==> src/hdl/square_voice_pcm_mixer_top_defines.svh <==
// Assertion helpers shared by the mixer RTL.
`ifndef SQUARE_VOICE_PCM_MIXER_TOP_DEFINES_SVH
`define SQUARE_VOICE_PCM_MIXER_TOP_DEFINES_SVH

// Same-cycle implication, checked on every rising edge outside reset.
`define SVM_ASSERT_IMP(lbl, clk, rst_n, ante, cons, msg) \
  lbl: assert property (@(posedge clk) disable iff (!rst_n) (ante) |-> (cons)) \
    else $error(msg);

// Next-cycle implication, checked on every rising edge outside reset.
`define SVM_ASSERT_NXT(lbl, clk, rst_n, ante, cons, msg) \
  lbl: assert property (@(posedge clk) disable iff (!rst_n) (ante) |=> (cons)) \
    else $error(msg);

`endif

==> src/hdl/svm_pkg.sv <==
package svm_pkg;

  localparam int FIFO_DEPTH  = 4096;
  localparam int PTR_W       = $clog2(FIFO_DEPTH);
  localparam int CNT_W       = PTR_W + 1;
  localparam int VOICE_COUNT = 4;
  localparam int VIDX_W      = (VOICE_COUNT > 1) ? $clog2(VOICE_COUNT) : 1;

  localparam int SAMPLE_W = 16;
  localparam int FREQ_W   = 16;
  localparam int DUR_W    = 16;
  localparam int TVOL_W   = 8;
  localparam int VOL_W    = 7;
  localparam int RATE_W   = 16;
  localparam int USED_W   = 2;
  localparam int OP_W     = 2;

  localparam int PHASE_W = 32;
  localparam int LEFT_W  = 22;
  localparam int AMP_W   = 13;
  localparam int MIX_W   = 18;

  localparam int IN_DATA_W  = ((SAMPLE_W + FREQ_W + DUR_W + TVOL_W + 7) / 8) * 8;
  localparam int OUT_DATA_W = ((SAMPLE_W + 1 + USED_W + CNT_W + 7) / 8) * 8;
  localparam int CFG_IDX_W  = 2;
  localparam int CFG_DATA_W = 16;

  // Serial arithmetic units.
  localparam int MUL_W     = 32;
  localparam int MUL_BW    = 16;
  localparam int MUL_CNT_W = 5;
  localparam int DIV_W     = 48;
  localparam int DIVR_W    = 16;
  localparam int DIV_CNT_W = 6;

  localparam int VOL_RESET  = 50;
  localparam int RATE_RESET = 16000;
  localparam int VOL_MAX    = 100;
  localparam int PCT_DIV    = 100;
  localparam int MS_PER_S   = 1000;
  localparam int AMP_DIV    = 10000;
  localparam int AMP_BASE   = 32767 / 5;

  // Step counts: each covers the significant bits of that operand.
  localparam int PUSH_MUL_STEPS = VOL_W;
  localparam int PUSH_DIV_STEPS = 22;
  localparam int STEP_DIV_STEPS = DIV_W;
  localparam int LEN_MUL_STEPS  = RATE_W;
  localparam int LEN_DIV_STEPS  = 32;
  localparam int AMP_MUL_STEPS  = VOL_W;
  localparam int AMP_MUL2_STEPS = 13;
  localparam int AMP_DIV_STEPS  = 26;

  typedef enum logic [OP_W-1:0] {
    OP_PUSH  = 2'd0,
    OP_TONE  = 2'd1,
    OP_TICK  = 2'd2,
    OP_CLEAR = 2'd3
  } svm_op_t;

  typedef enum logic [CFG_IDX_W-1:0] {
    CFG_VOLUME = 2'd0,
    CFG_RATE   = 2'd1,
    CFG_ACTIVE = 2'd2
  } svm_cfg_idx_t;

  typedef enum logic [4:0] {
    ST_IDLE,
    ST_DECODE,
    ST_PUSH_MUL,
    ST_PUSH_DIV,
    ST_PUSH_WR,
    ST_TONE_SCAN,
    ST_TONE_STEP,
    ST_TONE_LMUL,
    ST_TONE_LDIV,
    ST_TONE_AMUL,
    ST_TONE_AMUL2,
    ST_TONE_ADIV,
    ST_TONE_WR,
    ST_TICK_RD,
    ST_TICK_LD,
    ST_TICK_MIX,
    ST_FIN
  } svm_state_t;

  typedef struct packed {
    logic              clear;
    logic              load;
    logic              tick;
    logic [VIDX_W-1:0] rd_idx;
    logic [VIDX_W-1:0] wr_idx;
    logic [PHASE_W-1:0] step;
    logic [LEFT_W-1:0] left;
    logic [AMP_W-1:0]  amp;
  } svm_vcmd_t;

endpackage

==> src/hdl/svm_sermul.sv <==
module svm_sermul (
  input  logic                           clk,
  input  logic                           rst_n,
  input  logic                           start,
  input  logic [svm_pkg::MUL_W-1:0]      a,
  input  logic [svm_pkg::MUL_BW-1:0]     b,
  input  logic [svm_pkg::MUL_CNT_W-1:0]  steps,
  output logic                           done,
  output logic [svm_pkg::MUL_W-1:0]      prod
);
  import svm_pkg::*;

  logic                 busy_r;
  logic                 done_r;
  logic [MUL_CNT_W-1:0] cnt_r;
  logic [MUL_W-1:0]     a_r;
  logic [MUL_BW-1:0]    b_r;
  logic [MUL_W-1:0]     p_r;

  // One multiplier bit per cycle, least significant first.
  always_ff @(posedge clk) begin
    if (!rst_n) begin
      busy_r <= 1'b0;
      done_r <= 1'b0;
      cnt_r  <= '0;
    end else if (start) begin
      busy_r <= 1'b1;
      done_r <= 1'b0;
      cnt_r  <= steps;
    end else if (busy_r) begin
      cnt_r <= cnt_r - 1'b1;
      if (cnt_r == MUL_CNT_W'(1)) begin
        busy_r <= 1'b0;
        done_r <= 1'b1;
      end
    end else begin
      done_r <= 1'b0;
    end
  end

  always_ff @(posedge clk) begin
    if (start) begin
      a_r <= a;
      b_r <= b;
      p_r <= '0;
    end else if (busy_r) begin
      if (b_r[0]) begin
        p_r <= p_r + a_r;
      end
      a_r <= {a_r[MUL_W-2:0], 1'b0};
      b_r <= {1'b0, b_r[MUL_BW-1:1]};
    end
  end

  assign done = done_r;
  assign prod = p_r;

endmodule

==> config.mk <==
export PLATFORM = sky130hd
export DESIGN_NAME = svm_sermul
export DESIGN_NICKNAME = d
export VERILOG_FILES = /design/src/hdl/square_voice_pcm_mixer_top_defines.svh /design/src/hdl/svm_pkg.sv /design/src/hdl/svm_sermul.sv
export SDC_FILE = /design/constraint.sdc
export NUM_CORES = 1
export LEC_CHECK = 0
export ABC_CLOCK_PERIOD_IN_PS = 2900
export BUFFER_PORTS_ARGS = -buffer_cell sky130_fd_sc_hd__buf_2
export CAP_MARGIN = 20
export CORE_MARGIN = 4
export CORE_UTILIZATION = 51
export CTS_CLUSTER_DIAMETER = 80
export DETAILED_ROUTE_END_ITERATION = 10
export PLACE_DENSITY = 0.76
export SYNTH_ARGS = -nofsm -noshare
export SYNTH_HDL_FRONTEND = slang
export SYNTH_SLANG_ARGS = --single-unit
==> constraint.sdc <==
create_clock -name clk -period 2.9 [get_ports clk]
set_clock_uncertainty 0.1 [all_clocks]
set_input_delay 0.145 -clock clk [delete_from_list [all_inputs] [get_ports clk]]
set_output_delay 0.145 -clock clk [all_outputs]
set_load 0.01 [all_outputs]
After elaboration in Yosys (flattened, before gate mapping)
Index checks and enable logic that the tools add are counted.
Storage, ports and cells
  bits in registers: 87
  bits of input ports: 56
  output and inout port bits: 33
  logic and storage cells: 23
Cells by class
  $add $sub $neg: 2
  eq/ne operators: 1
  muxes and demuxes: 9
  bitwise gates (word level): 2
  reduce and logical (&&, ||, !) cells: 3
Operators by type and width (number)
  $mux W32: 2
  $add A32 B32 Y32: 1
  $mux W16: 2
  $mux W5: 2
  $eq A5 B1 Y1 const B: 1
  $sub A5 B1 Y5 const B: 1
  $mux W1: 3
  $reduce_or A3 Y1: 1
  $not A1 Y1: 2
  $reduce_and A2 Y1: 1
  $reduce_bool A2 Y1: 1

Longest topological paths before layout
Gate-level depths: netlist (run 1).
  word-level depth: 4
  gate-level depth with buffers: 10
  mapped depth without buffers: 10

Worst setup path after synthesis (run 1)
OpenSTA, ideal clock, no wires.
  kind: register to register
  start: reg a_r[0]
  end: reg p_r[26], in the netlist prod[26]
  library setup time: 0.122 ns
  arrival: 2.535 ns
  data required time: 2.678 ns
  path slack: 0.143 ns
  cell stages (with the launch flop): 11
  path buffers: 0
  clock period less this slack: 2.757 ns
  cells stage by stage: edfxtp_1 > ha_1 > fa_1 > a21oi_1 > o21ai_2 > a211oi_1 > or4_1 > nand2_1 > a211oi_1 > nor4_1 > a311o_1
On the way
  word-level cells in the longest chain between the ends: 1
Ends and longest elaborated chain
  start: declaration: RTL line svm_sermul.sv:16  | logic [MUL_W-1:0] a_r;
  start signal: assignment: RTL line svm_sermul.sv:50  | a_r <= {a_r[MUL_W-2:0], 1'b0};
  $add A32 B32 Y32: RTL line svm_sermul.sv:48  | p_r <= p_r + a_r;
  end signal: assignment: RTL line svm_sermul.sv:48
  end: declaration: RTL line svm_sermul.sv:18  | logic [MUL_W-1:0] p_r;
Every way passes these cells.
A chain may end at the register's enable or synchronous reset.

Worst setup path after layout (run 1)
  start: reg a_r[4]
  end: reg p_r[31], in the netlist prod[31]
Same word-level chain as after synthesis.

==> impl_metrics.json, run 1 <==
{
  "max-cap-violations": 0,
  "cp-startpoint": "a_r[4]",
  "ant_nets": 0,
  "synth_common_cells": "nand2_1 (68), a21oi_1 (54), edfxtp_1 (48)",
  "totalWireLength_um": 12500,
  "wl_per_cell_um": 15.6,
  "cts_tree": "built",
  "synth_seq_cells": 87,
  "clock_path_buffers": 2,
  "grt_pass1_wl_um": 20800,
  "coreArea_sq_mm": 0.00982,
  "leakage_uw": 0.00286,
  "period_minus_slack_ps": 2750,
  "fillers": 787,
  "worstMarginPinSlew_ps": 407,
  "initial_core_util": 0.526,
  "fmax_mhz": 364,
  "cts_setup_buffers": 0,
  "postSynthAreaPerCell_sq_um": 10.1,
  "routabilityCongestion": 0.894,
  "htree_levels": 3,
  "n_antenna_cell": 0,
  "hold_viol": 0,
  "synth_most_common_cell": "nand2_1",
  "final.setup.tns_ps": 0,
  "ys_top_cells_by_area": "edfxtp_1 (28%), dfxtp_1 (15%), mux2_2 (10%), ha_1 (8.0%), a21oi_1 (5.2%)",
  "drive_gt1_frac": 0.281,
  "min_path_type": "input pin to flop",
  "setup_violations": 0,
  "hpwl_um": 8680,
  "critPathLaunchType": "flop",
  "synth-xor-area-share": 0.0441,
  "clock-sinks": 87,
  "vias_per_cell": 5.56,
  "synth_top_family_by_area": "compound AO/OA/AOI/OAI gates",
  "rsz0062_at_grt": "no",
  "synthFlopType": "edfxtp_1",
  "status": "finished, final reports clean",
  "drtPass1Iterations": 5,
  "drv_slew": 0,
  "design.portCount": 89,
  "grt_max_degree": 36,
  "die_height_um": 109,
  "yosys.area_share.simple": 0.134,
  "row_count": 36,
  "syn-num-nets": 604,
  "clk-insertion-delay-late_ps": 370,
  "synth.top_cell.area_share": 0.279,
  "ys_warn_count": 0,
  "synth_area_sq_mm": 0.00517,
  "seq_area_frac_synth": 0.430,
  "async_flop_share": 0,
  "portBuffers": 88,
  "synthMuxAreaShare": 0.103,
  "synthDistinctLibCells": 59,
  "post-route-period-util": 0.949,
  "grt_pass1_vias": 4433,
  "vias": 4453,
  "vdd_drop_max_v": 0.000300,
  "grt_use_total": 0.222,
  "numCtsBuffers": 9,
  "worstPathArrival_ps": 2910,
  "overflow": 0,
  "syn-instance-count": 514,
  "areaGrowthSynthToFinish_pct": 27.7,
  "synth_edf_count": 48,
  "yosys.area.top_type": "edfxtp_1",
  "worstSetupPathType": "flop to flop",
  "synthAdderAreaFrac": 0.0838,
  "utilization": 0.672,
  "final_nets": 753,
  "die_w_um": 109,
  "dieArea_sq_mm": 0.0118,
  "antenna_found_initial": 0,
  "synth-compound-area-share": 0.176,
  "required_ps": 3060,
  "worstHoldStart": "start",
  "path_clk_slew_ps": 90,
  "end_kind": "flop",
  "drc": 0,
  "relSlewSlack": 0.729,
  "worst-path-max-fanout": 4,
  "clockRootBuffer": "clkbuf_8",
  "initialDrtViolationCount": 196,
  "r2r_start": "a_r[4]",
  "powerDensity_mw_per_mm2": 481
}
==> flip-flops by register name (all words and copies together) (netlist names) <==
name,cells
a_r,32
prod,32
b_r,16
cnt_r,5
busy_r,1
done,1
==> per-layer routing <==
metal  wire length (um)  global-route usage
met1               5420               0.268
met2               6160               0.383
met3                690              0.0580
met4                236              0.0757
met5                  0                   0
==> critical path, cell delays in order (launching register included) <==
cell and delay, ps:
edfxtp_1 440, ha_4 320, nand2_2 80, o31ai_4 330, a211oi_4 140, a211oi_2 250, nor2_1 110, o21a_1 220
o311a_1 340, mux2_4 290
==> area by class of cell <==
class	count	area [sq um]	area share
Tap cell	133	166	0.0252
Timing Repair Buffer	163	1150	0.174
Clock buffer	12	135	0.0205
Clock inverter	4	22.5	0.00341
Inverter	11	41.3	0.00626
Multi-Input combinational cell	391	2860	0.434
Sequential cell	87	2220	0.337
==> cell usage in the layout, fill, tap and decap left out, types with 6 or more instances in the layout <==
cell,count
buf_2,87
nand2_1,68
dlygate4sd3_1,57
a21oi_1,52
edfxtp_1,48
mux2_2,46
dfxtp_1,39
ha_1,30
buf_4,19
nor2_1,18
xnor2_1,18
a21o_1,18
o21ai_0,18
nand3_1,11
inv_1,10
clkbuf_8,9
xor2_1,8
nor3_1,8
and2_1,7
nor2b_1,7
a211oi_1,7
nand4_1,6
==> power breakdown <==
part	internal (uW)	switching, uW	total (uW)
clock	307	432	739
combinational	443	479	922
sequential	1440	80.3	1520
total	2190	992	3180
==> final timing paths <==
path	slack, ps	cells past startpoint	to
max	150	9	prod[31]
min reg2reg	360	2	done
min	110	2	prod[7]
max reg2reg	150	9	prod[31]
==> through the flow <==
stage / power (uW) / std cells / instance area, sq um / setup slack, ps / hold slack (ps)
2_1_floorplan: 2120 / 514 / 5170 / 143 / 167
3_3_place_gp: 2340 / 728 / 5800 / 122 / 272
3_5_place_dp: 2370 / 728 / 5800 / 39.0 / 291
4_1_cts: 3160 / 801 / 6530 / 11.3 / 90.9
5_1_grt: 3360 / 801 / 6600 / 6.26 / 112
6_report: 3180 / 801 / 6600 / 149 / 114
==> cells by family (layout without fill, tap and decap cells) <==
kind of cell	Yosys count	in the layout
DFF	87	87
muxes	47	47
buffers and inverters	36	190
AOI/OAI and AO/OA	138	138
adders and majority gates	34	34
and+or+nand+nor	146	146
xor gates and xnor gates	26	26
==> repair_timing <==
action,CTS,global route
gates resized for setup,0,12
endpoints found under the setup margin,0,9
hold endpoints to repair,55,0
hold buffers,57,0
No activity file was read; power rests on OpenSTA's default activity.
==> run 2, diff against run 1 <==
--- a/config.mk
+++ b/config.mk
@@ -8,6 +8,7 @@
 export ABC_CLOCK_PERIOD_IN_PS = 2900
 export BUFFER_PORTS_ARGS = -buffer_cell sky130_fd_sc_hd__buf_2
 export CAP_MARGIN = 20
+export CORE_ASPECT_RATIO = 1.5
 export CORE_MARGIN = 4
 export CORE_UTILIZATION = 51
 export CTS_CLUSTER_DIAMETER = 80
==> impl_metrics.json, run 2 (same netlist as run 1, synthesis figures left out) <==
{
  "htree_levels": 3,
  "cts_tree": "built",
  "required_ps": 3040,
  "relSlewSlack": 0.654,
  "initialDrtViolationCount": 180,
  "dieArea_sq_mm": 0.0118,
  "drv_slew": 0,
  "most-common-layout-cells": "buf_2 (87), nand2_1 (68), a21oi_1 (53)",
  "grt_use_total": 0.220,
  "die_height_um": 131,
  "worstPathArrival_ps": 2960,
  "design.portCount": 89,
  "cpMaxStageDelayCell": "edfxtp_1",
  "clk-insertion-delay-late_ps": 350,
  "clock_path_buffers": 2,
  "grt_pass1_vias": 4530,
  "cpPeakStageDelay_ps": 440,
  "vias_per_cell": 5.72,
  "worstHoldStart": "b[1]",
  "powerDensity_mw_per_mm2": 552,
  "placed_area_sq_mm": 0.00578,
  "utilization": 0.666,
  "n_antenna_cell": 0,
  "max-cap-violations": 0,
  "worst-r2r-setup-slack_ps": 80,
  "end_kind": "flop",
  "antenna_found_initial": 0,
  "fin_area_sq_mm": 0.00653,
  "rsz0062_at_grt": "yes",
  "worstMarginPinSlew_ps": 519,
  "status": "finished, final reports clean",
  "grt_pass1_wl_um": 21500,
  "initial_core_util": 0.527,
  "portBuffers": 88,
  "final_nets": 736,
  "final_cells": 766,
  "p_total_uw": 3610,
  "coreArea_sq_mm": 0.00980,
  "whs_path_depth": 2,
  "drc": 0,
  "wl_per_cell_um": 16.5,
  "row_count": 44,
  "min_path_type": "input pin to flop",
  "vdd_drop_max_v": 0.000334,
  "ant_nets": 0,
  "totalWireLength_um": 12600,
  "worstSetupPathType": "flop to flop",
  "holdPathEnd": "b_r[1]",
  "hpwl_um": 9000,
  "final_common_cell": "buf_2",
  "areaGrowthSynthToFinish_pct": 26.3,
  "r2r_start": "a_r[1]",
  "critPathLaunchType": "flop",
  "setup_violations": 0,
  "overflow": 0,
  "path_clk_slew_ps": 70,
  "numCtsBuffers": 9,
  "worst-path-max-fanout": 3,
  "grt_max_degree": 45,
  "post-route-period-util": 0.973,
  "drtPass1Iterations": 4,
  "clockRootBuffer": "clkbuf_16",
  "r2r-end": "prod[31]",
  "routabilityCongestion": 0.959,
  "clock-sinks": 87,
  "vias": 4384,
  "hold_viol": 0,
  "path_cells": "ha_4 > a211oi_2 > buf_4 > o31ai_4 > a211oi_4 > a211oi_2 > nor2_2 > o21a_1 > o311a_1 > mux2_4",
  "die_w_um": 90.2,
  "leakage_uw": 0.00286,
  "drive_gt1_frac": 0.296,
  "cp_common_cell": "a211oi_2",
  "r2r_cells": 10,
  "place_inst": 709,
  "fmax_mhz": 355,
  "fillers": 796,
  "period_minus_slack_ps": 2820
}
==> run 2: cell count changes in the layout (fill, tap and decap cells not counted), moves of 2 or more <==
cell,change
ha_4,-2
dlygate4sd3_1,-20
clkbuf_1,-2
clkinv_1,-2
clkbuf_8,-9
inv_6,+2
buf_4,+2
clkbuf_16,+9
==> run 2: stage by stage <==
| stage | hold WS, ps | worst slack, ps | setup TNS (ps) |
|---|---|---|---|
| finish | 3.06 | 79.2 | 0 |
| CTS | 1.45 | 17.6 | 0 |
| detailed placement | 279 | -11.2 | -11.2 |
| global route | 10.1 | -24.7 | -24.7 |
| floorplan | 167 | 143 | 0 |
| global placement | 274 | 74.0 | 0 |
==> run 2: timing repair <==
item | CTS | global route
hold buffers | 36 | 1
endpoints found under the hold margin | 34 | 1
gates resized for setup | 1 | 10
setup endpoints to repair | 1 | 6
pin swaps | 0 | 5
cloned | 0 | 0
setup buffers | 0 | 4
==> run 2: metal layers <==
metal,up-vias,routed length [um],global-route usage,share of wire
met3,19,509,0.0463,0.040
li1,2161,-,-,-
met4,0,240,0.0818,0.019
met5,-,0,0,0
met1,2089,5000,0.241,0.40
met2,115,6890,0.411,0.55
==> run 2: how the worst max path moves through the flow <==
stage	from	end
2_1_floorplan	a_r[0]	prod[26]
3_3_place_gp	a_r[0]	prod[27]
3_5_place_dp	a_r[0]	prod[26]
4_1_cts	a_r[4]	prod[27]
5_1_grt	a_r[1]	prod[31]
6_report	a_r[1]	prod[31]
==> run 2: report_power, final <==
group          internal (uW)  total, uW  switching (uW)
clock                    674       1190             514
combinational            424        901             477
sequential              1440       1520            79.5
total                   2540       3610            1070
==> run 2: layout make-up <==
| type | count | area, sq um | area share |
|---|---|---|---|
| Clock buffer | 10 | 229 | 0.0351 |
| Clock inverter | 6 | 70.1 | 0.0107 |
| Inverter | 11 | 41.3 | 0.00633 |
| Multi-Input combinational cell | 391 | 2840 | 0.435 |
| Sequential cell | 87 | 2220 | 0.340 |
| Tap cell | 115 | 144 | 0.0220 |
| Timing Repair Buffer | 146 | 983 | 0.151 |
==> run 2: worst max-delay path, delay by kind of cell (launching register included) <==
family / cells / cell delay, ps
AND/OR/NAND/NOR: 1 / 90
buffers and inverters: 1 / 140
AO/OA/AOI/OAI: 6 / 1320
flip-flops: 1 / 440
multiplexers: 1 / 300
adder cells (fa/ha/maj): 1 / 300
==> run 3, diff against run 2 <==
--- a/config.mk
+++ b/config.mk
@@ -13,6 +13,7 @@
 export CORE_UTILIZATION = 51
 export CTS_CLUSTER_DIAMETER = 80
 export DETAILED_ROUTE_END_ITERATION = 10
+export GPL_TIMING_DRIVEN = 0
 export PLACE_DENSITY = 0.76
 export SYNTH_ARGS = -nofsm -noshare
 export SYNTH_HDL_FRONTEND = slang
==> impl_metrics.json, run 3 (same netlist as run 1, synthesis figures left out) <==
{
  "grt_pass1_vias": 4653,
  "grt_pass1_wl_um": 22100,
  "clock_path_buffers": 2,
  "grt_max_degree": 49,
  "n_antenna_cell": 0,
  "wl_per_cell_um": 17.1,
  "routabilityCongestion": 0.943,
  "clk-insertion-delay-late_ps": 340,
  "most-common-layout-cells": "buf_2 (92), nand2_1 (67), a21oi_1 (51)",
  "powerDensity_mw_per_mm2": 541,
  "drtPass1Iterations": 4,
  "vias_per_cell": 5.72,
  "coreArea_sq_mm": 0.00980,
  "setup_violations": 0,
  "worstMarginPinSlew_ps": 671,
  "grt_use_total": 0.229,
  "htree_levels": 3,
  "worstPathArrival_ps": 2950,
  "worstSetupPathType": "flop to flop",
  "fmax_mhz": 355,
  "fillers": 790,
  "areaGrowthSynthToFinish_pct": 24.7,
  "worst_slack_ps": 79.8,
  "leakage_uw": 0.00279,
  "clockRootBuffer": "clkbuf_16",
  "drv_slew": 0,
  "design.portCount": 89,
  "fin_area_sq_mm": 0.00644,
  "antenna_found_initial": 0,
  "cts_tree": "built",
  "worst-path-max-fanout": 4,
  "path_clk_slew_ps": 70,
  "critPathLaunchType": "flop",
  "die_w_um": 90.2,
  "hold_viol": 0,
  "post-route-period-util": 0.972,
  "multiInputGateArea_sq_mm": 0.00288,
  "vdd_drop_max_v": 0.000327,
  "final_common_cell": "buf_2",
  "initialDrtViolationCount": 183,
  "hpwl_um": 9590,
  "dpl_worst_slack_ps": -335,
  "drive_gt1_frac": 0.292,
  "initial_core_util": 0.527,
  "rsz0062_at_grt": "yes",
  "overflow": 0,
  "end_kind": "flop",
  "totalWireLength_um": 13100,
  "required_ps": 3030,
  "placed_area_sq_mm": 0.00575,
  "relSlewSlack": 0.553,
  "numCtsBuffers": 9,
  "max-cap-violations": 0,
  "die_height_um": 131,
  "status": "finished, final reports clean",
  "portBuffers": 87,
  "final_nets": 735,
  "min_path_type": "input pin to flop",
  "row_count": 44,
  "clock-sinks": 87,
  "vias": 4379,
  "dieArea_sq_mm": 0.0118,
  "period_minus_slack_ps": 2820,
  "seqCellArea_sq_mm": 0.00222,
  "ant_nets": 0,
  "drc": 0
}
run 3: cell count changes in the layout (fill, tap and decap cells not counted), moves of 2 or more:
cell / delta
buf_4: -15
clkbuf_2: +2
buf_1: +7
clkbuf_1: +9
buf_2: +5
dlygate4sd3_1: -9
a21oi_1: -2
run 3: final cells by class:
| type | instances | area share |
|---|---|---|
| Buffer | 25 | 0.0171 |
| Clock buffer | 10 | 0.0355 |
| Clock inverter | 6 | 0.00699 |
| Inverter | 11 | 0.00641 |
| Multi-Input combinational cell | 391 | 0.447 |
| Sequential cell | 87 | 0.345 |
| Tap cell | 115 | 0.0223 |
| Timing Repair Buffer | 120 | 0.120 |
run 3: timing repair:
action                     in CTS  in global routing
setup endpoints to repair      11                  6
pin swaps                       1                  6
resized for setup               7                 14
hold endpoints to repair       29                  0
buffers inserted                1                  3
hold buffers                   28                  0
run 3: through the flow:
stage,power (uW),util,instances,TNS [ps],hold slack [ps]
2_1_floorplan,2120,-,514,0,167
3_3_place_gp,2330,0.586,716,-398,273
3_5_place_dp,2350,0.586,716,-633,276
4_1_cts,3480,0.646,761,0,0.259
5_1_grt,3670,0.658,765,-99.0,1.92
6_report,3480,0.658,765,0,1.98
run 3: worst max-delay path, cell delays in order (launching register included):
cell,delay [ps]
edfxtp_1,430
ha_1,330
a211oi_2,290
o31ai_4,120
a211oi_4,330
a211oi_2,140
o21ai_1,290
a21boi_1,170
o211a_1,230
a211o_1,260
run 3: final timing paths:
check         start        to  slack [ps]  cells after the start
max          a_r[1]  prod[27]          80                      9
max reg2reg  a_r[1]  prod[27]          80                      9
min           b[11]   b_r[11]           2                      2
min reg2reg    done      done         370                      2
run 3: layer usage:
layer  share of wire  vias up  routed length [um]  track usage
li1                -     2162                   -            -
met1            0.39     2051                5050        0.245
met2            0.54      125                7050        0.422
met5               0        -                   0            0
met4           0.035        0                 461        0.119
met3           0.041       41                 531       0.0435
run 3: power by group:
part / switching (uW) / total [uW] / internal (uW)
sequential: 80.8 / 1520 / 1440
combinational: 485 / 890 / 405
clock: 490 / 1070 / 585
total: 1060 / 3480 / 2430
