===== config.mk =====
export PLATFORM = sky130hd
export DESIGN_NAME = svm_voices
export DESIGN_NICKNAME = d
export VERILOG_FILES = /design/src/hdl/square_voice_pcm_mixer_top_defines.svh /design/src/hdl/svm_pkg.sv /design/src/hdl/svm_voices.sv
export SDC_FILE = /design/constraint.sdc
export NUM_CORES = 1
export LEC_CHECK = 0
export BUFFER_PORTS_ARGS = -buffer_cell sky130_fd_sc_hd__buf_4
export CAP_MARGIN = 20
export CORE_MARGIN = 5
export CORE_UTILIZATION = 27
export DETAILED_ROUTE_END_ITERATION = 7
export GPL_ROUTABILITY_DRIVEN = 0
export HOLD_SLACK_MARGIN = 0.12
export SLEW_MARGIN = 20
export SYNTH_ARGS = -nofsm -noshare
export SYNTH_HDL_FRONTEND = slang
export SYNTH_SLANG_ARGS = --single-unit

===== constraint.sdc =====
create_clock -name clk -period 11.2 [get_ports clk]
set_input_delay 2.24 -clock clk [delete_from_list [all_inputs] [get_ports clk]]
set_output_delay 2.24 -clock clk [all_outputs]
set_load 0.02 [all_outputs]

===== src/hdl/square_voice_pcm_mixer_top_defines.svh =====
// Assertion helpers shared by the mixer RTL.
`ifndef SQUARE_VOICE_PCM_MIXER_TOP_DEFINES_SVH
`define SQUARE_VOICE_PCM_MIXER_TOP_DEFINES_SVH

// Same-cycle implication, checked on every rising edge outside reset.
`define SVM_ASSERT_IMP(lbl, clk, rst_n, ante, cons, msg) \
  lbl: assert property (@(posedge clk) disable iff (!rst_n) (ante) |-> (cons)) \
    else $error(msg);

// Next-cycle implication, checked on every rising edge outside reset.
`define SVM_ASSERT_NXT(lbl, clk, rst_n, ante, cons, msg) \
  lbl: assert property (@(posedge clk) disable iff (!rst_n) (ante) |=> (cons)) \
    else $error(msg);

`endif


===== src/hdl/svm_pkg.sv =====
package svm_pkg;

  localparam int FIFO_DEPTH  = 4096;
  localparam int PTR_W       = $clog2(FIFO_DEPTH);
  localparam int CNT_W       = PTR_W + 1;
  localparam int VOICE_COUNT = 4;
  localparam int VIDX_W      = (VOICE_COUNT > 1) ? $clog2(VOICE_COUNT) : 1;

  localparam int SAMPLE_W = 16;
  localparam int FREQ_W   = 16;
  localparam int DUR_W    = 16;
  localparam int TVOL_W   = 8;
  localparam int VOL_W    = 7;
  localparam int RATE_W   = 16;
  localparam int USED_W   = 2;
  localparam int OP_W     = 2;

  localparam int PHASE_W = 32;
  localparam int LEFT_W  = 22;
  localparam int AMP_W   = 13;
  localparam int MIX_W   = 18;

  localparam int IN_DATA_W  = ((SAMPLE_W + FREQ_W + DUR_W + TVOL_W + 7) / 8) * 8;
  localparam int OUT_DATA_W = ((SAMPLE_W + 1 + USED_W + CNT_W + 7) / 8) * 8;
  localparam int CFG_IDX_W  = 2;
  localparam int CFG_DATA_W = 16;

  // Serial arithmetic units.
  localparam int MUL_W     = 32;
  localparam int MUL_BW    = 16;
  localparam int MUL_CNT_W = 5;
  localparam int DIV_W     = 48;
  localparam int DIVR_W    = 16;
  localparam int DIV_CNT_W = 6;

  localparam int VOL_RESET  = 50;
  localparam int RATE_RESET = 16000;
  localparam int VOL_MAX    = 100;
  localparam int PCT_DIV    = 100;
  localparam int MS_PER_S   = 1000;
  localparam int AMP_DIV    = 10000;
  localparam int AMP_BASE   = 32767 / 5;

  // Step counts: each covers the significant bits of that operand.
  localparam int PUSH_MUL_STEPS = VOL_W;
  localparam int PUSH_DIV_STEPS = 22;
  localparam int STEP_DIV_STEPS = DIV_W;
  localparam int LEN_MUL_STEPS  = RATE_W;
  localparam int LEN_DIV_STEPS  = 32;
  localparam int AMP_MUL_STEPS  = VOL_W;
  localparam int AMP_MUL2_STEPS = 13;
  localparam int AMP_DIV_STEPS  = 26;

  typedef enum logic [OP_W-1:0] {
    OP_PUSH  = 2'd0,
    OP_TONE  = 2'd1,
    OP_TICK  = 2'd2,
    OP_CLEAR = 2'd3
  } svm_op_t;

  typedef enum logic [CFG_IDX_W-1:0] {
    CFG_VOLUME = 2'd0,
    CFG_RATE   = 2'd1,
    CFG_ACTIVE = 2'd2
  } svm_cfg_idx_t;

  typedef enum logic [4:0] {
    ST_IDLE,
    ST_DECODE,
    ST_PUSH_MUL,
    ST_PUSH_DIV,
    ST_PUSH_WR,
    ST_TONE_SCAN,
    ST_TONE_STEP,
    ST_TONE_LMUL,
    ST_TONE_LDIV,
    ST_TONE_AMUL,
    ST_TONE_AMUL2,
    ST_TONE_ADIV,
    ST_TONE_WR,
    ST_TICK_RD,
    ST_TICK_LD,
    ST_TICK_MIX,
    ST_FIN
  } svm_state_t;

  typedef struct packed {
    logic              clear;
    logic              load;
    logic              tick;
    logic [VIDX_W-1:0] rd_idx;
    logic [VIDX_W-1:0] wr_idx;
    logic [PHASE_W-1:0] step;
    logic [LEFT_W-1:0] left;
    logic [AMP_W-1:0]  amp;
  } svm_vcmd_t;

endpackage


===== src/hdl/svm_voices.sv =====
module svm_voices (
  input  logic                       clk,
  input  logic                       rst_n,
  input  svm_pkg::svm_vcmd_t         vcmd,
  output logic [svm_pkg::LEFT_W-1:0] rd_left,
  output logic [svm_pkg::AMP_W-1:0]  rd_amp,
  output logic                       rd_msb
);
  import svm_pkg::*;

  logic [PHASE_W-1:0] phase_r [VOICE_COUNT];
  logic [PHASE_W-1:0] step_r  [VOICE_COUNT];
  logic [LEFT_W-1:0]  left_r  [VOICE_COUNT];
  logic [AMP_W-1:0]   amp_r   [VOICE_COUNT];

  // A voice with nothing left is silent, so clearing the counts is enough;
  // a load rewrites every field of the chosen voice.
  always_ff @(posedge clk) begin
    if (!rst_n || vcmd.clear) begin
      for (int i = 0; i < VOICE_COUNT; i++) begin
        left_r[i] <= '0;
      end
    end else if (vcmd.load) begin
      left_r[vcmd.wr_idx] <= vcmd.left;
    end else if (vcmd.tick) begin
      left_r[vcmd.rd_idx] <= left_r[vcmd.rd_idx] - 1'b1;
    end
  end

  always_ff @(posedge clk) begin
    if (vcmd.load) begin
      phase_r[vcmd.wr_idx] <= '0;
      step_r[vcmd.wr_idx]  <= vcmd.step;
      amp_r[vcmd.wr_idx]   <= vcmd.amp;
    end else if (vcmd.tick) begin
      phase_r[vcmd.rd_idx] <= phase_r[vcmd.rd_idx] + step_r[vcmd.rd_idx];
    end
  end

  assign rd_left = left_r[vcmd.rd_idx];
  assign rd_amp  = amp_r[vcmd.rd_idx];
  assign rd_msb  = phase_r[vcmd.rd_idx][PHASE_W-1];

endmodule


* Yosys cells after proc, flatten, opt, wreduce, memory -nomap -nowiden
Memories as Yosys holds them, arrays and structs flattened.
Index checks and enable logic that the tools add are counted.
** Storage, ports and cells
- Bits in registers :: 0
- Memory bits (writable) :: 396
- Input port bits :: 76
- Memories kept :: 4
** Cells by class
- Add/sub/neg operators :: 2
- Multiplexer cells :: 20
- Reductions and logical operators :: 5
** Memories
- phase_r :: depth 4, width 32, read ports 1, clocked after memory_dff 0, write ports 1, line svm_voices.sv:11 : logic [PHASE_W-1:0] phase_r [VOICE_COUNT];
- step_r :: depth 4, width 32, read ports 1, clocked after memory_dff 0, write ports 1, line svm_voices.sv:12 : logic [PHASE_W-1:0] step_r [VOICE_COUNT];
- left_r :: depth 4, width 22, read ports 1, clocked after memory_dff 0, write ports 4, line svm_voices.sv:13 : logic [LEFT_W-1:0] left_r [VOICE_COUNT];
- amp_r :: depth 4, width 13, read ports 1, clocked after memory_dff 0, write ports 1, line svm_voices.sv:14 : logic [AMP_W-1:0] amp_r [VOICE_COUNT];
** Operators with widths (count)
- two-way mux 22 bit :: 2
- OR reduction 22 bit :: 2
- adder 32 bit :: 1
- two-way mux 32 bit :: 1
- OR reduction 32 bit :: 1
- subtractor 22 x 1 -> 22 bit, second input constant :: 1
- two-way mux 1 bit :: 14
- two-way mux 2 bit :: 3
- zero test 1 bit :: 1
- logical OR 1 bit :: 1

* Logic depth before layout (Yosys ltp)
Gate-level depths: netlist of the first run.
- Depth in word-level cells :: 7
- Depth in mapped cells :: 16
- Depth with buffers taken out :: 11

* Worst setup path after synthesis of the first run
Ideal clock, no wire load.
- Path kind :: input port to output port
- Start :: in vcmd[69] in the netlist's numbering
- End :: out rd_amp[0] in the netlist's numbering
- Arrival time :: 4898 ps
- Required time :: 8960 ps
- Slack :: 4062 ps
- Stages on the path :: 7
- Path through :: buf_6 > buf_6 > buf_2 > clkbuf_1 > buf_1 > buf_1 > mux4_2
** Between the ends
- Longest elaborated chain between the ends :: 1
** RTL lines
- start: declaration :: line svm_voices.sv:4 : input svm_pkg::svm_vcmd_t vcmd,
- memory (4 x 13 bit)
- end: declaration :: line svm_voices.sv:6 : output logic [svm_pkg::AMP_W-1:0] rd_amp,
No other way between the ends.

* Final worst setup path of the first run
- Start :: in vcmd[69] in the netlist's numbering
- End :: out rd_amp[12] in the netlist's numbering
Same word-level chain as after synthesis.

==> reports/results.txt, run 1 <==
Status -> finished, final reports clean
Drt total wl -> 38590 um
Ratio of cells with drive above 1 in the final layout -> 24.81%
Max clock buf depth -> 3
Minimum clock period -> 6495 ps
Final instance area -> 20480 um^2
Die Y -> 262.8 um
Average size of a mapped cell -> 16.59 um^2
Clock Tree Root -> clkbuf_16
Num CTS Buffers -> 43
Antenna Nets Post-Route -> 0
Synth-to-Final Area Change -> 18.71%
Pre-CTS WS -> 4243 ps
Ys Warns -> 0
Worst path required time -> 8960 ps
Worst setup SP type -> input port
Unrepaired setup endpoints after global routing -> no
Fin nets -> 1272
Worst-path clk slew -> 60 ps
Post-CTS Hold Fix Bufs -> 0
Via count -> 9452
Crit-path max FO -> 40
Antenna violations before repair -> 1
Gate count of the mapped netlist -> 1040
# resized after CTS -> 0
Power per cell area -> 174.8 nW/um^2
Fillcell total -> 6162
CP arrival -> 4260 ps
Multi-input gate area -> 5097 um^2
VDD IR-drop max -> 129.6 uV
FFs w/ async S/R, synth -> 0%
Sequential fraction of the synthesis area -> 68.93%
Slew @ Worst Pin -> 1054 ps
Via density per instance -> 4.633
Initial Utilization -> 27.30%
First DRT Iteration DRCs -> 546
DP Area -> 19140 um^2
Buffers on Ports -> 111
Setup bufs post-CTS -> 0
Top-area cell type share of the netlist area -> 68.93%
Register area -> 11890 um^2
Yosys reg bits -> 396
GRT overflow -> 0
First-pass iteration count of the detailed router -> 6
Syn_nets -> 1149
Max incr delay on CP -> 700 ps
Total Neg Setup Slack -> 0 ps
Unique masters post-synth -> 51
Area contributors post-synth -> edfxtp_1, mux4_2, nor2_1
Crit Path Class -> in -> out
Max_cap viols -> 0
Cell repeated most along the worst path -> buf_4
Prevailing post-synth register cell -> edfxtp_1
Site row count -> 92
Worst hold-check path type -> reg -> reg
Gr usage total -> 11.04%
Dpl hpwl -> 23580 um
Placed Instances -> 1964
Avg WL per Cell -> 18.92 um
Final hold vios -> 0
CP Capture Type -> primary output
Clk_lat worst skew -> 570 ps
First-pass GRT wire length -> 60320 um
WP depth -> 4
Tcrit/Tclk final -> 57.99%
Rel. slew slack -> 29.74%
Largest net degree at the start of global routing -> 47
Die area -> 69050 um^2
I/O pin total -> 112
Static Leak -> 7.083 nW
Final setup vio count -> 0
Post-layout worst setup margin -> 4705 ps
CP cell instances -> buf_6 > buf_4 > mux4_2 > buf_4
Cell family with most CP delay -> buffers and inverters
Netlist Area Pre-Place -> 17250 um^2
FF-to-FF path depth -> 9
Final std cells w/o fill -> 2040
Die width -> 262.8 um
Max Slew Vio Count -> 0
Worst hold slack -> 930.0 ps
FMAX -> 154.0 MHz
Buf/Inv on CP -> 3
Hold path depth -> 3
Clock Sinks -> 396
Worst clock skew -> 18.78 ps
Drt drc -> 0
Slowest-stage cell, CP -> buf_4
Dominant cell type by area after synthesis -> edfxtp_1
CTS tree -> built
Core ar. -> 63200 um^2
Max H-tree Level -> 2
Vias in the first global route -> 10000
Post-synth EDFFs -> 396
[logic make-up after synthesis]
group / count (synthesis) / synth area share (%)
AOI/OAI and AO/OA: 142 / 5.266
xor gates and xnor gates: 34 / 1.726
adders and majority gates: 33 / 2.437
buffers and inverters: 84 / 1.944
DFF: 396 / 68.93
muxes: 102 / 13.10
and+or+nand+nor: 249 / 6.593
[path summary, 6_finish.rpt]
path | to | slack [ps] | startpoint
hold / removal | phase_r[1][0] | 930 | step_r[3][0]
setup reg to reg | phase_r[0][25] | 7560 | phase_r[3][4]
hold reg to reg | phase_r[1][0] | 930 | step_r[3][0]
setup / recovery | rd_amp[12] | 4700 | vcmd[69]
[final cells by class]
cell class                 instances  area share (%)
clock buffer                      51           5.401
antenna                            1         0.01222
sequential                       396           58.07
multi-input combinational        560           24.89
tap                              846           5.169
timing repair buffer             126           4.674
inverter                          36          0.6599
clock inverter                    24           1.118
[synthesized netlist by cell type, types with 2 or more instances]
cell,n
edfxtp_1,396
o41a_1,2
nand2_1,41
nand2b_1,10
nor3_1,20
or3_1,12
nand3b_1,2
nor2_1,120
a211oi_1,6
inv_1,36
buf_2,4
nor2b_1,4
a31o_2,2
clkbuf_1,28
and3_1,8
xor2_1,14
buf_1,14
and2_1,4
xnor2_1,20
mux2i_1,3
o31ai_1,5
a21o_1,12
o21a_1,5
a21boi_0,3
o31a_1,3
a21oi_1,53
nor4_1,7
buf_6,2
nand4_1,6
o211ai_1,4
a221oi_1,2
o32ai_1,2
or4_1,5
a31oi_1,7
o21ai_0,22
nand3_1,6
a2bb2oi_1,7
mux4_2,99
ha_1,32
[metal layers]
layer | vias up | track usage (%) | wire (um)
met5 | - | 0 | 0
met4 | 0 | 2.756 | 693
met3 | 49 | 2.125 | 1681
met2 | 203 | 19.06 | 19290
met1 | 4835 | 14.40 | 16920
li1 | 4365 | - | -
[flip-flops by register name (all words and copies together), names as in the netlist]
signal   count
left_r      88
step_r     128
amp_r       52
phase_r    128
[cell usage in the layout, fill, tap and decap left out, types with 22 or more instances in the layout]
master | synthesis | layout
mux4_2 | 99 | 99
buf_4 | 0 | 124
edfxtp_1 | 396 | 396
nand2_1 | 41 | 40
o21ai_0 | 22 | 22
a21oi_1 | 53 | 53
clkbuf_16 | 0 | 43
ha_1 | 32 | 32
inv_1 | 36 | 36
nor2_1 | 120 | 115
[where the power goes]
group / internal (W) / total, W / switching [W]
clock network: 0.000778 / 0.00135 / 0.000571
logic: 0.000195 / 0.000480 / 0.000286
registers: 0.00173 / 0.00175 / 0.0000171
[stage by stage]
step | total power (W) | util [%]
6_report | 0.003579 | 32.40
5_1_grt | 0.003743 | 32.40
4_1_cts | 0.003629 | 32.39
3_5_place_dp | 0.002266 | 30.28
3_3_place_gp | 0.002257 | 30.25
2_1_floorplan | 0.002108 | -
[worst register-to-register path, cell delays in order (launching register included)]
cell	delay, ps
edfxtp_1	360
mux4_2	480
ha_1	370
a21oi_1	340
o21ai_0	270
o21ai_0	310
nand4_1	300
a21oi_1	420
o31a_1	230
mux2i_1	340
(Power assumes the default switching activity.)
==> run 2, diff against run 1 <==
==> constraint.sdc (replaced) <==
create_clock -name clk -period 6.35 [get_ports clk]
set_input_delay 1.27 -clock clk [delete_from_list [all_inputs] [get_ports clk]]
set_output_delay 1.27 -clock clk [all_outputs]
set_load 0.02 [all_outputs]
==> reports/results.txt, run 2 (synthesis gave the netlist of run 1 again) <==
Status -> finished, final reports clean (unchanged)
GRT met3 Usage -> 3.118% (was 2.125%)
Gr usage total -> 11.14% (was 11.04%)
Largest registers -> phase_r x128, step_r x128, left_r x88 (unchanged)
Antenna violations before repair -> 5 (was 1)
Sw Share -> 24.34% (was 24.41%)
M1 GR Usage -> 13.88% (was 14.40%)
Tcrit/Tclk final -> 76.39%
Ratio of cells with drive above 1 in the final layout -> 25.72% (was 24.81%)
Final hold vios -> 0 (unchanged)
Final std cells w/o fill -> 2057 (was 2040)
Max_cap viols -> 0 (unchanged)
Synth-to-Final Area Change -> 19.75% (was 18.71%)
GR peak layer -> met2 (unchanged)
Worst path required time -> 6710 ps (was 8960 ps)
Sequential power share -> 47.9% (was 48.9%)
Max incr delay on CP -> 590 ps (was 700 ps)
Buffers on Ports -> 111 (unchanged)
Worst hold-check path type -> in -> reg (was reg -> reg)
Site row count -> 92 (unchanged)
Buf/Inv on CP -> 1 (was 3)
Dpl hpwl -> 24930 um (was 23580 um)
Post-CTS Hold Fix Bufs -> 0 (unchanged)
Max Slew Vio Count -> 0 (unchanged)
Via count -> 9617 (was 9452)
First-pass GRT wire length -> 60550 um (was 60320 um)
CP arrival -> 5210 ps (was 4260 ps)
Worst clock skew -> 21.33 ps (was 18.78 ps)
Worst-path clk slew -> 70 ps (was 60 ps)
Die Y -> 262.8 um (unchanged)
Vias in the first global route -> 10140 (was 10000)
Setup bufs post-CTS -> 0 (unchanged)
First-pass iteration count of the detailed router -> 5 (was 6)
Clk_lat worst skew -> 580 ps (was 570 ps)
Internal power -> 0.004869 W (was 0.002706 W)
Worst setup SP type -> input port (unchanged)
Fillcell total -> 6143 (was 6162)
Rel. slew slack -> 33.12% (was 29.74%)
Drt drc -> 0 (unchanged)
Slew @ Worst Pin -> 1003 ps (was 1054 ps)
Final setup vio count -> 0 (unchanged)
Via density per instance -> 4.675 (was 4.633)
Crit-path max FO -> 53 (was 40)
CTS tree -> built (unchanged)
Comb pwr share -> 13.3% (was 13.4%)
Power per cell area -> 311.6 nW/um^2 (was 174.8 nW/um^2)
FMAX -> 206.2 MHz
Initial Utilization -> 27.30% (unchanged)
CP Capture Type -> register (was primary output)
Unrepaired setup endpoints after global routing -> no (unchanged)
Die area -> 69050 um^2 (unchanged)
Psw -> 0.001567 W (was 0.0008737 W)
First DRT Iteration DRCs -> 654 (was 546)
Commonest non-fill, non-tap cell in the layout -> edfxtp_1 (unchanged)
GRT overflow -> 0 (unchanged)
VDD IR-drop max -> 194.4 uV (was 129.6 uV)
Max clock buf depth -> 3 (unchanged)
Total Neg Setup Slack -> 0 ps (unchanged)
Placed Instances -> 1975 (was 1964)
I/O pin total -> 112 (unchanged)
Cell family with most CP delay -> compound AO/OA/AOI/OAI gates (was buffers and inverters)
Die width -> 262.8 um (unchanged)
Fin nets -> 1284 (was 1272)
Clock power frac -> 38.8% (was 37.7%)
Max H-tree Level -> 2 (unchanged)
Avg WL per Cell -> 18.93 um (was 18.92 um)
Static Leak -> 7.174 nW (was 7.083 nW)
Clock Tree Root -> clkbuf_16 (unchanged)
Core ar. -> 63200 um^2 (unchanged)
Largest net degree at the start of global routing -> 54 (was 47)
Drt total wl -> 38930 um (was 38590 um)
Num CTS Buffers -> 43 (unchanged)
Antenna Nets Post-Route -> 0 (unchanged)
Leading cell types in the layout, fill and taps excluded -> edfxtp_1, buf_4, nor2_1, mux4_2, a21oi_1 (unchanged)
Crit Path Class -> in -> reg (was in -> out)
# resized after CTS -> 0 (unchanged)
Met2 Use GR -> 18.96% (was 19.06%)
Clock Sinks -> 396 (unchanged)
CP cell instances -> buf_6 > mux4_2 > ha_1 > a21oi_1 > o21ai_0 > o21ai_0 > nand4_1 > a21oi_1 > o31a_1 > mux2i_1 (was buf_6 > buf_4 > mux4_2 > buf_4)
Slowest-stage cell, CP -> mux4_2 (was buf_4)
Minimum clock period -> 4851 ps
run 2: power by group through the flow:
stage               combinational [W]  clock (W)  sequential (W)
global placement             0.000849          0         0.00313
detailed placement           0.000858          0         0.00314
CTS                          0.000862    0.00257         0.00309
global route                 0.000942    0.00268         0.00310
finish                       0.000853    0.00250         0.00309
floorplan                    0.000586          0         0.00313
run 2: layout make-up:
type / count / area (um^2) / area share (%)
clock buffer: 49 / 1099 / 5.318
timing repair buffer: 138 / 1060 / 5.130
inverter: 36 / 135.1 / 0.6542
sequential: 396 / 11890 / 57.57
tap: 846 / 1059 / 5.124
multi-input combinational: 560 / 5090 / 24.64
clock inverter: 30 / 319.1 / 1.545
antenna: 2 / 5.005 / 0.02423
run 2: per-stage QoR:
stage	util [%]	cell area (um^2)	hold WS (ps)	power [W]	setup slack, ps
after floorplan	-	17250	870.0	0.003718	807.8
after global placement	30.39	19210	925.8	0.003982	1040
after detailed placement	30.39	19210	949.4	0.004001	900.9
after CTS	32.64	20620	845.2	0.006519	1485
after global routing	32.68	20650	851.3	0.006720	1141
final	32.69	20660	887.3	0.006436	1499
run 2: metal layers:
| layer | share of wire, % | routed length (um) |
|---|---|---|
| met5 | 0.12 | 45 |
| met4 | 2.5 | 969 |
| met3 | 5.7 | 2236 |
| met2 | 49 | 19110 |
| met1 | 43 | 16570 |
run 2: path summary, 6_finish.rpt:
path | cells after the start | slack [ps] | startpoint | endpoint
setup / recovery | 10 | 1500 | vcmd[69] | phase_r[0][25]
hold / removal | 1 | 890 | vcmd[45] | step_r[0][10]
setup reg to reg | 9 | 2610 | phase_r[2][4] | phase_r[0][25]
hold reg to reg | 3 | 950 | step_r[1][0] | phase_r[0][0]
==> run 3, diff against run 2 <==
--- a/config.mk
+++ b/config.mk
@@ -5,6 +5,7 @@
 export SDC_FILE = /design/constraint.sdc
 export NUM_CORES = 1
 export LEC_CHECK = 0
+export ABC_AREA = 1
 export BUFFER_PORTS_ARGS = -buffer_cell sky130_fd_sc_hd__buf_4
 export CAP_MARGIN = 20
 export CORE_MARGIN = 5
==> constraint.sdc (replaced) <==
create_clock -name clk -period 4.3 [get_ports clk]
set_input_delay 0.86 -clock clk [delete_from_list [all_inputs] [get_ports clk]]
set_output_delay 0.86 -clock clk [all_outputs]
set_load 0.02 [all_outputs]
==> reports/results.txt, run 3 <==
First-pass iteration count of the detailed router -> 7 (was 5)
Static Leak -> 7.884 nW (was 7.174 nW)
Unique masters post-synth -> 45 (was 51)
Antenna Nets Post-Route -> 0 (unchanged)
Area contributors post-synth -> edfxtp_1, nor2_1, nand2_1 (was edfxtp_1, mux4_2, nor2_1)
Syn_nets -> 1784 (was 1149)
Num CTS Buffers -> 45 (was 43)
Netlist Area Pre-Place -> 18170 um^2 (was 17250 um^2)
Final std cells w/o fill -> 2701 (was 2057)
FFs w/ async S/R, synth -> 0% (unchanged)
Cell with the most instances after synthesis -> edfxtp_1 (unchanged)
Fin util -> 32.31% (was 32.69%)
Fin nets -> 1901 (was 1284)
Gr usage total -> 12.69% (was 11.14%)
Power per cell area -> 452.7 nW/um^2 (was 311.6 nW/um^2)
Avg WL per Cell -> 17.63 um (was 18.93 um)
Dpl hpwl -> 30620 um (was 24930 um)
Psw -> 0.002487 W (was 0.001567 W)
Beginning of the worst register-to-register path -> phase_r[1][1] (was phase_r[2][4])
Worst setup SP type -> input port (unchanged)
Worst-path clk slew -> 60 ps (was 70 ps)
M1 GR Usage -> 16.13% (was 13.88%)
Largest registers -> phase_r x128, step_r x128, left_r x88 (unchanged)
Status -> finished, final reports clean (unchanged)
Worst clock skew -> 20.29 ps (was 21.33 ps)
Drt total wl -> 47630 um (was 38930 um)
Clk_lat worst skew -> 570 ps (was 580 ps)
CP arrival -> 3900 ps (was 5210 ps)
Clock Tree Root -> clkbuf_16 (unchanged)
Die Y -> 269.4 um (was 262.8 um)
Worst hold slack -> 487.5 ps (was 887.3 ps)
GR peak layer -> met2 (unchanged)
Post-synth EDFFs -> 396 (unchanged)
CTS tree -> built (unchanged)
Post-CTS Hold Fix Bufs -> 0 (unchanged)
Core ar. -> 66920 um^2 (was 63200 um^2)
First-pass GRT wire length -> 74180 um (was 60550 um)
Rel. slew slack -> 40.28% (was 33.12%)
Ys Warns -> 0 (unchanged)
Die width -> 269.4 um (was 262.8 um)
Dominant cell type by area after synthesis -> edfxtp_1 (unchanged)
Max clock buf depth -> 3 (unchanged)
FF-to-FF path depth -> 13 (was 9)
Yosys reg bits -> 396 (unchanged)
Setup bufs post-CTS -> 0 (unchanged)
Initial Utilization -> 27.16% (was 27.30%)
Sequential fraction of the synthesis area -> 65.44% (was 68.93%)
Pre-CTS WS -> 245.1 ps (was 900.9 ps)
Crit-path max FO -> 50 (was 53)
Worst path required time -> 4670 ps (was 6710 ps)
Average size of a mapped cell -> 10.85 um^2 (was 16.59 um^2)
Max H-tree Level -> 2 (unchanged)
Tcrit/Tclk final -> 82.18%
First DRT Iteration DRCs -> 996 (was 654)
VDD IR-drop max -> 334.9 uV (was 194.4 uV)
Sw Share -> 25.41% (was 24.34%)
Met2 Use GR -> 22.01% (was 18.96%)
Drt drc -> 0 (unchanged)
Minimum clock period -> 3534 ps
Total Neg Setup Slack -> 0 ps (unchanged)
Top-area cell type share of the netlist area -> 65.44% (was 68.93%)
Site row count -> 95 (was 92)
Clock Sinks -> 396 (unchanged)
Final hold vios -> 0 (unchanged)
Antenna violations before repair -> 5 (unchanged)
FMAX -> 283.0 MHz
Commonest cells post-synth -> edfxtp_1, nor2_1, nand2_1 (was edfxtp_1, nor2_1, mux4_2)
Die area -> 72590 um^2 (was 69050 um^2)
Commonest non-fill, non-tap cell in the layout -> edfxtp_1 (unchanged)
Via density per instance -> 4.783 (was 4.675)
Fillcell total -> 6706 (was 6143)
Clock power frac -> 40.0% (was 38.8%)
CP Capture Type -> register (unchanged)
Unrepaired setup endpoints after global routing -> no (unchanged)
Sequential power share -> 46.7% (was 47.9%)
Vias in the first global route -> 12980 (was 10140)
GRT met3 Usage -> 2.676% (was 3.118%)
Critical path endpoint -> phase_r[1][26] (was phase_r[0][25])
Max_cap viols -> 0 (unchanged)
Buffers on Ports -> 111 (unchanged)
Crit. Startpoint -> vcmd[69] (unchanged)
GRT overflow -> 0 (unchanged)
Reg2Reg Setup Slack -> 1330 ps (was 2610 ps)
Slew @ Worst Pin -> 893.7 ps (was 1003 ps)
# resized after CTS -> 0 (unchanged)
Ratio of cells with drive above 1 in the final layout -> 16.09% (was 25.72%)
Placed Instances -> 2618 (was 1975)
Leading cell types in the layout, fill and taps excluded -> edfxtp_1, nor2_1, nand2_1, o21ai_0, buf_4 (was edfxtp_1, buf_4, nor2_1, mux4_2, a21oi_1)
Worst r2r dst -> phase_r[0][22] (was phase_r[0][25])
Synth-to-Final Area Change -> 18.98% (was 19.75%)
Gate count of the mapped netlist -> 1675 (was 1040)
Internal power -> 0.007301 W (was 0.004869 W)
Max Slew Vio Count -> 0 (unchanged)
Worst hold-check path type -> in -> reg (unchanged)
Crit Path Class -> in -> reg (unchanged)
Post-layout worst setup margin -> 766.2 ps (was 1499 ps)
Final setup vio count -> 0 (unchanged)
Comb pwr share -> 13.3% (about the same)
Prevailing post-synth register cell -> edfxtp_1 (unchanged)
Via count -> 12920 (was 9617)
Largest net degree at the start of global routing -> 102 (was 54)
I/O pin total -> 112 (unchanged)
==> run 3: power groups by stage <==
stage | registers (W) | clock network, W | logic, W
after floorplan | 0.00464 | 0 | 0.000849
after detailed placement | 0.00465 | 0 | 0.00130
after global placement | 0.00465 | 0 | 0.00128
after CTS | 0.00457 | 0.00400 | 0.00130
after global routing | 0.00459 | 0.00418 | 0.00144
final | 0.00457 | 0.00392 | 0.00130
==> run 3: area by class of cell <==
class	count	area, um^2	area share [%]
diodes	1	2.502	0.01157
clock buffers	53	1199	5.544
clock inverters	29	320.3	1.481
inverters	100	382.9	1.771
multi-input cells	1103	5545	25.65
flip-flops and latches	396	11890	55.00
well taps	873	1092	5.052
repair buffers	146	1187	5.492
==> run 3: kinds of logic (layout without fill, tap and decap cells) <==
| family | Yosys count | after routing | synth area share, % |
|---|---|---|---|
| DFF | 396 | 396 | 65.44 |
| adders and majority gates | 33 | 33 | 2.313 |
| and+or+nand+nor | 661 | 661 | 15.51 |
| other | 0 | 1 | 0 |
| AOI/OAI and AO/OA | 396 | 396 | 11.85 |
| xor gates and xnor gates | 13 | 13 | 0.6266 |
| buffers and inverters | 176 | 328 | 4.269 |
==> run 3: how the worst min path moves through the flow <==
stage	from	cells after the start	endpoint
after CTS	vcmd[41]	1	step_r[3][6]
final	vcmd[41]	1	step_r[3][6]
after floorplan	left_r[2][18]	6	left_r[3][18]
after global placement	left_r[0][20]	6	left_r[3][20]
after detailed placement	left_r[2][20]	6	left_r[3][20]
after global routing	vcmd[41]	1	step_r[2][6]
==> run 3: per-layer routing <==
metal / up-vias / part of all wire [%]
li1: 6193 / -
met3: 75 / 6.8
met5: - / 0.13
met2: 380 / 49
met4: 8 / 2.1
met1: 6263 / 42
==> run 3: worst max-delay path: stages <==
cell and delay (ps):
buf_6 240, buf_12 260, buf_4 290, o21ai_0 130, o22ai_1 380, ha_1 380, a21oi_1 200, o21ai_0 180
a21oi_1 220, nor2_1 100, nor3_1 260, a21oi_1 110, nor2_1 240
==> run 3: through the flow <==
| step | total power [W] | cell area (um^2) |
|---|---|---|
| floorplan | 0.005493 | 18170 |
| global placement | 0.005926 | 20100 |
| detailed placement | 0.005950 | 20100 |
| CTS | 0.009878 | 21620 |
| global route | 0.01021 | 21620 |
| finish | 0.009788 | 21620 |
